$ cat src/rtl/tidpd_ram.sv
// Generic single-port-write, single-port-read RAM with registered read data.
module tidpd_ram #(
  parameter int WIDTH = 8,
  parameter int DEPTH = 16
) (
  input  logic                                         clk,
  input  logic                                         we,
  input  logic [((DEPTH > 1) ? $clog2(DEPTH) : 1)-1:0] waddr,
  input  logic [WIDTH-1:0]                             wdata,
  input  logic                                         re,
  input  logic [((DEPTH > 1) ? $clog2(DEPTH) : 1)-1:0] raddr,
  output logic [WIDTH-1:0]                             rdata
);
  logic [WIDTH-1:0] mem [DEPTH];

  always_ff @(posedge clk) begin
    if (we) begin
      mem[waddr] <= wdata;
    end
    if (re) begin
      rdata <= mem[raddr];
    end
  end
endmodule

$ cat config.mk
export PLATFORM = sky130hd
export DESIGN_NAME = tidpd_ram
export DESIGN_NICKNAME = d
export VERILOG_FILES = /design/src/rtl/tidpd_ram.sv
export SDC_FILE = /design/constraint.sdc
export NUM_CORES = 1
export LEC_CHECK = 0
export BUFFER_PORTS_ARGS = -buffer_cell sky130_fd_sc_hd__buf_2
export CAP_MARGIN = 30
export CORE_UTILIZATION = 40
export CTS_CLUSTER_DIAMETER = 150
export DETAILED_ROUTE_END_ITERATION = 7
export GPL_TIMING_DRIVEN = 0
export PLACE_DENSITY = 0.57
export RECOVER_POWER = 25
export SETUP_SLACK_MARGIN = 0.3
export SLEW_MARGIN = 20
export SYNTH_ARGS = -nofsm -noshare
export SYNTH_HDL_FRONTEND = slang
export SYNTH_SLANG_ARGS = --single-unit
export TNS_END_PERCENT = 10
$ cat constraint.sdc
create_clock -name clk -period 3 [get_ports clk]
set_clock_uncertainty 0.1 [all_clocks]
set_input_delay 0.45 -clock clk [delete_from_list [all_inputs] [get_ports clk]]
set_output_delay 0.45 -clock clk [all_outputs]
set_load 0.01 [all_outputs]
==> results of run 1 <==
-- cells by family after synthesis --
| family | after synthesis |
|---|---|
| DFF | 136 |
| buffers and inverters | 10 |
| muxes | 32 |
| and+or+nand+nor | 35 |
| AOI/OAI and AO/OA | 16 |
-- Yosys cell counts --
library cell	instances	area [um^2]
a22oi_1	16	120
and2_1	1	6.26
and2b_1	1	7.51
buf_2	3	15.0
buf_4	1	7.51
buf_6	3	33.8
clkdlybuf4s25_2	3	30.0
edfxtp_1	136	4080
mux4_1	14	368
mux4_2	18	405
nand2_1	9	33.8
nand2b_1	2	12.5
nand3_1	1	5.00
nand3b_1	2	15.0
nor2_1	13	48.8
nor2b_1	1	6.26
nor3_1	4	20.0
or3b_2	1	8.76
-- layer usage --
layer  up-vias  track usage (%)
met5         -                0
met4         0             7.18
met3         8             4.31
met2        77             24.4
met1      1217             22.4
li1       1068                -
-- area by class of cell --
| cell class | count | area, um^2 |
|---|---|---|
| Fill cell | 1054 | 6490 |
| Sequential cell | 136 | 4080 |
| Multi-Input combinational cell | 83 | 1080 |
| Clock buffer | 17 | 425 |
| Tap cell | 172 | 215 |
| Clock inverter | 15 | 179 |
| Timing Repair Buffer | 25 | 116 |
| Buffer | 10 | 86.3 |
-- worst max-delay path, stage by stage --
cell and delay [ns]:
buf_2 0.11, or3b_2 0.54, nor2_1 0.69
-- metrics by stage --
step | hold slack [ns] | cell area [um^2]
after global placement | 0.638 | 5570
after detailed placement | 0.649 | 5590
final | 0.353 | 6180
after global routing | 0.361 | 6180
after CTS | 0.261 | 6190
after floorplan | 0.449 | 5230
-- power by group through the flow --
stage	Clock [mW]	Combinational (mW)	Sequential, mW
after floorplan	0	0.108	2.19
after global placement	0	0.203	2.19
after detailed placement	0	0.208	2.19
after CTS	2.10	0.209	2.15
after global routing	2.19	0.222	2.15
final	2.07	0.204	2.15
-- sequential cells by signal, summed over array words and instances, names as in the netlist --
signal,count
mem,128
rdata,8
-- final timing paths --
check                      startpoint              endpoint  slack [ns]  depth (start not counted)
hold reg to reg   mem[8][4]$_DFFE_PP_    rdata[4]$_DFFE_PP_        0.66                          3
setup reg to reg  mem[1][0]$_DFFE_PP_    rdata[0]$_DFFE_PP_        1.26                          3
setup / recovery             waddr[2]   mem[2][2]$_DFFE_PP_        1.13                          3
hold / removal               wdata[7]  mem[14][7]$_DFFE_PP_        0.35                          1
==> results.json, run 1 <==
{
  "clk_transition_reported_paths_ns": 0.05,
  "endpoint_kind": "flop",
  "grt_pass1_vias": 2412,
  "synth-simple-area-share_pct": 3.14,
  "cts-root-buf": "clkbuf_16",
  "grt_first_pass_wirelength_um": 14600,
  "area_growth_pct": 18.3,
  "drv_slew": 0,
  "start_util_pct": 41.3,
  "p_int_mw": 3.53,
  "fp-row-count": 41,
  "dp_worst_setup_slack_ns": 0.718,
  "p_per_area_mw_per_mm2": 716,
  "relSlewSlack_pct": 42.3,
  "layout_common_cells": "136 x edfxtp_1, 21 x buf_2, 18 x mux4_2, 17 x clkbuf_16, 16 x a22oi_1",
  "synth_top_family_by_area": "multiplexers",
  "min_period_ns": 1.87,
  "die_y_um": 116,
  "synth_seq_cells": 136,
  "drc": 0,
  "status": "finished clean",
  "syn_area_mm2": 0.00523,
  "synthAdderAreaFrac_pct": 0,
  "rsz0062_at_grt": "false",
  "ctsHoldBuffers": 0,
  "combPwrFrac_pct": 4.6,
  "post_cts_buffers": 0,
  "globalplace.congestion": 0.678,
  "holdCritPathClass": "in -> reg",
  "antennaDiodeCount": 0,
  "power.total_mw": 4.42,
  "routed_wirelength_um": 9820,
  "finalNetCount": 292,
  "synth_cell_types": 18,
  "die_area_mm2": 0.0135,
  "insertion_delay_ns": 0.41,
  "post-route-util_pct": 48.8,
  "path_class": "in -> reg",
  "cts_tree": "done",
  "wl_met2_um": 4830,
  "syn_area_per_cell_um2": 22.8,
  "fin_ws_ns": 1.13,
  "wl_met3_um": 498,
  "drt_pre_antenna_iters": 4,
  "p_clk_share_pct": 46.8,
  "wl_per_cell_um": 21.4,
  "critical_path_required_ns": 2.93,
  "final_common_cell": "edfxtp_1",
  "synth_compound_area_share_pct": 2.30,
  "hold_viol": 0,
  "min_period_over_period_pct": 62.2,
  "instances_no_fill": 458,
  "layout-drive-gt1-share_pct": 29.0,
  "dpl.cell_count": 426,
  "grt_start_max_net_pins": 17,
  "path_max_fanout": 8,
  "muxShareOfSynthArea_pct": 14.8,
  "cts_max_level": 4,
  "synth_xor_area_share_pct": 0,
  "setup_violations": 0,
  "grt_use_total_pct": 16.2,
  "tns_ns": 0,
  "ys_seq_area_share_pct": 78.1,
  "start_kind": "input pin",
  "num_vias": 2370,
  "synth.net_count": 248,
  "swShare_pct": 20.2,
  "antenna_found_initial": 0,
  "pwr-share-seq_pct": 48.6,
  "yosys_warnings": 0,
  "top_layer_used": "met4",
  "ir_drop_mv": 0.363,
  "cts.repair.resized": 0,
  "drtIter0Drc": 141,
  "hpwl_um": 6270,
  "tightestPinTransition_ns": 0.863,
  "power_switching_mw": 0.896,
  "cts_buffers": 17,
  "core_mm2": 0.0127,
  "synth_cells": 229,
  "cap_violations": 0,
  "max_freq_ghz": 0.536,
  "worstPathArrival_ns": 1.80,
  "power.static_leakage_nw": 2.01,
  "ctsLongestPathBuffers": 2,
  "grt.overflow.total": 0,
  "ant_nets": 0,
  "die_x_um": 116,
  "ios": 27,
  "numPortBuffers": 25,
  "wl_met1_um": 4370,
  "cts.sinks": 136,
  "vias_per_cell": 5.17
}
Note: power is estimated with default switching activity, not from simulation.
==> run 2, diff against run 1 <==
==> constraint.sdc (replaced) <==
create_clock -name clk -period 1.73 [get_ports clk]
set_clock_uncertainty 0.1 [all_clocks]
set_input_delay 0.2595 -clock clk [delete_from_list [all_inputs] [get_ports clk]]
set_output_delay 0.2595 -clock clk [all_outputs]
set_load 0.01 [all_outputs]
==> run 2 against run 1 <==
Effect of this change: sequential share of layout area barely moved; largest cell class unchanged; count of clock-buffer cells in the layout rose by 3; global-route usage barely moved; register-to-register slack got worse by 1.1 ns; largest power group unchanged; critical path depth did not move; die area did not move; wire length rose by 1.3%; hold slack got worse by 0.18 ns; highest routed layer unchanged; clock power rose by 74%; combinational power rose by 86%.
==> results.json, run 2 (synthesis results as in run 1) <==
{
  "holdCritPathClass": "in -> reg",
  "globalplace.congestion": 0.708,
  "num_vias": 2321,
  "core_mm2": 0.0127,
  "reg_top3": "mem (128), rdata (8)",
  "die_area_mm2": 0.0135,
  "drv_slew": 0,
  "antennaDiodeCount": 0,
  "ctsHoldBuffers": 0,
  "status": "finished clean",
  "grtUsageMet2_pct": 24.2,
  "largest_register_ffs": 128,
  "post_cts_buffers": 0,
  "layout_common_cells": "136 x edfxtp_1, 32 x mux4_2, 23 x buf_2, 17 x clkbuf_16, 14 x a22oi_1",
  "final_common_cell": "edfxtp_1",
  "tns_ns": 0,
  "post-route-util_pct": 48.8,
  "min_period_over_period_pct": 92.6,
  "setup_violations": 0,
  "finalNetCount": 292,
  "insertion_delay_ns": 0.40,
  "die_y_um": 116,
  "drtIter0Drc": 151,
  "ant_nets": 0,
  "worstPathArrival_ns": 1.64,
  "relSlewSlack_pct": 47.4,
  "drc": 0,
  "cap_violations": 0,
  "endpoint_kind": "flop",
  "start_util_pct": 41.3,
  "hpwl_um": 6360,
  "critical_path_required_ns": 1.77,
  "largest-register": "mem",
  "grt_use_total_pct": 16.2,
  "grt.overflow.total": 0,
  "clk_transition_reported_paths_ns": 0.06,
  "cts_buffers": 17,
  "numPortBuffers": 25,
  "die_x_um": 116,
  "grt_first_pass_wirelength_um": 14600,
  "area_growth_pct": 18.2,
  "min_path_cells": 1,
  "routed_wirelength_um": 9950,
  "vias_per_cell": 5.08,
  "drt_pre_antenna_iters": 4,
  "hold_slack_ns": 0.174,
  "hold_viol": 0,
  "fp-row-count": 41,
  "cts-root-buf": "clkbuf_16",
  "layout-drive-gt1-share_pct": 34.4,
  "max_freq_ghz": 0.624,
  "path_class": "reg -> reg",
  "antenna_found_initial": 0,
  "ir_drop_mv": 0.623,
  "met3_usage_pct": 3.27,
  "p_per_area_mw_per_mm2": 1250,
  "cts_max_level": 4,
  "path_max_fanout": 1,
  "cts.sinks": 136,
  "wl_per_cell_um": 21.8,
  "top_usage_layer": "met2",
  "tightestPinTransition_ns": 0.787,
  "start_kind": "flop",
  "rsz0062_at_grt": "true",
  "grt_pass1_vias": 2247,
  "ios": 27,
  "grtUsageMet1_pct": 23.7,
  "power.static_leakage_nw": 1.99,
  "cts_tree": "done",
  "min_period_ns": 1.60,
  "grt_start_max_net_pins": 17,
  "ff2ff_path_depth": 3,
  "ctsLongestPathBuffers": 2
}
## run 2: cell types whose count changed in the layout (fill, tap and decap cells not counted), moves of 2 or more
| cell | change |
|---|---|
| clkinv_1 | +2 |
| clkinv_4 | -2 |
| clkinv_2 | +2 |
| buf_2 | +2 |
| mux4_2 | +14 |
| mux4_1 | -14 |
| a22oi_1 | -2 |
| nor2_2 | +3 |
| clkinvlp_4 | -6 |
| buf_12 | +3 |
| buf_6 | -3 |
| nor2_1 | -3 |
| a22oi_2 | +2 |
## run 2: metal layers
metal | vias up | share of wire [%] | wire length, um
li1 | 1056 | - | -
met1 | 1213 | 47 | 4690
met5 | - | 0 | 0
met2 | 48 | 49 | 4870
met4 | 0 | 0.63 | 63
met3 | 4 | 3.3 | 327
## run 2: timing repair
action | CTS | global route
endpoints found under the hold margin | 0 | 0
pin swaps | 1 | 2
gates resized for setup | 3 | 0
setup endpoints to repair | 8 | 82
## run 2: cell type report
| class | count | area, um^2 |
|---|---|---|
| repair buffers | 25 | 119 |
| flip-flops and latches | 136 | 4080 |
| clock buffers | 20 | 437 |
| well taps | 172 | 215 |
| multi-input cells | 83 | 1050 |
| plain buffers | 10 | 120 |
| clock inverters | 11 | 155 |
| fillers | 1069 | 6490 |
## run 2: worst paths after layout
check,start,to,slack [ns]
setup / recovery,mem[3][6]$_DFFE_PP_,rdata[6]$_DFFE_PP_,0.13
hold / removal,wdata[0],mem[4][0]$_DFFE_PP_,0.17
setup reg to reg,mem[3][6]$_DFFE_PP_,rdata[6]$_DFFE_PP_,0.13
hold reg to reg,mem[11][4]$_DFFE_PP_,rdata[4]$_DFFE_PP_,0.66
## run 2: worst max-delay path, stage by stage, from the launching register on
cell,delay [ns]
edfxtp_1,0.39
mux4_2,0.50
a22oi_1,0.24
nand2_1,0.12
## run 2: power by group
group	switching, mW	leakage, nW	internal, mW
logic	0.223	0.468	0.157
registers	0.0154	1.24	3.72
clock network	1.22	0.288	2.38
## run 2: per-stage QoR
step	power, mW	cell area, um^2	cells	worst slack (ns)
finish	7.71	6180	457	0.127
global route	7.92	6180	457	0.112
CTS	7.77	6190	457	0.124
detailed placement	4.18	5590	426	-0.248
global placement	4.17	5570	426	-0.467
floorplan	4.01	5230	229	0.170
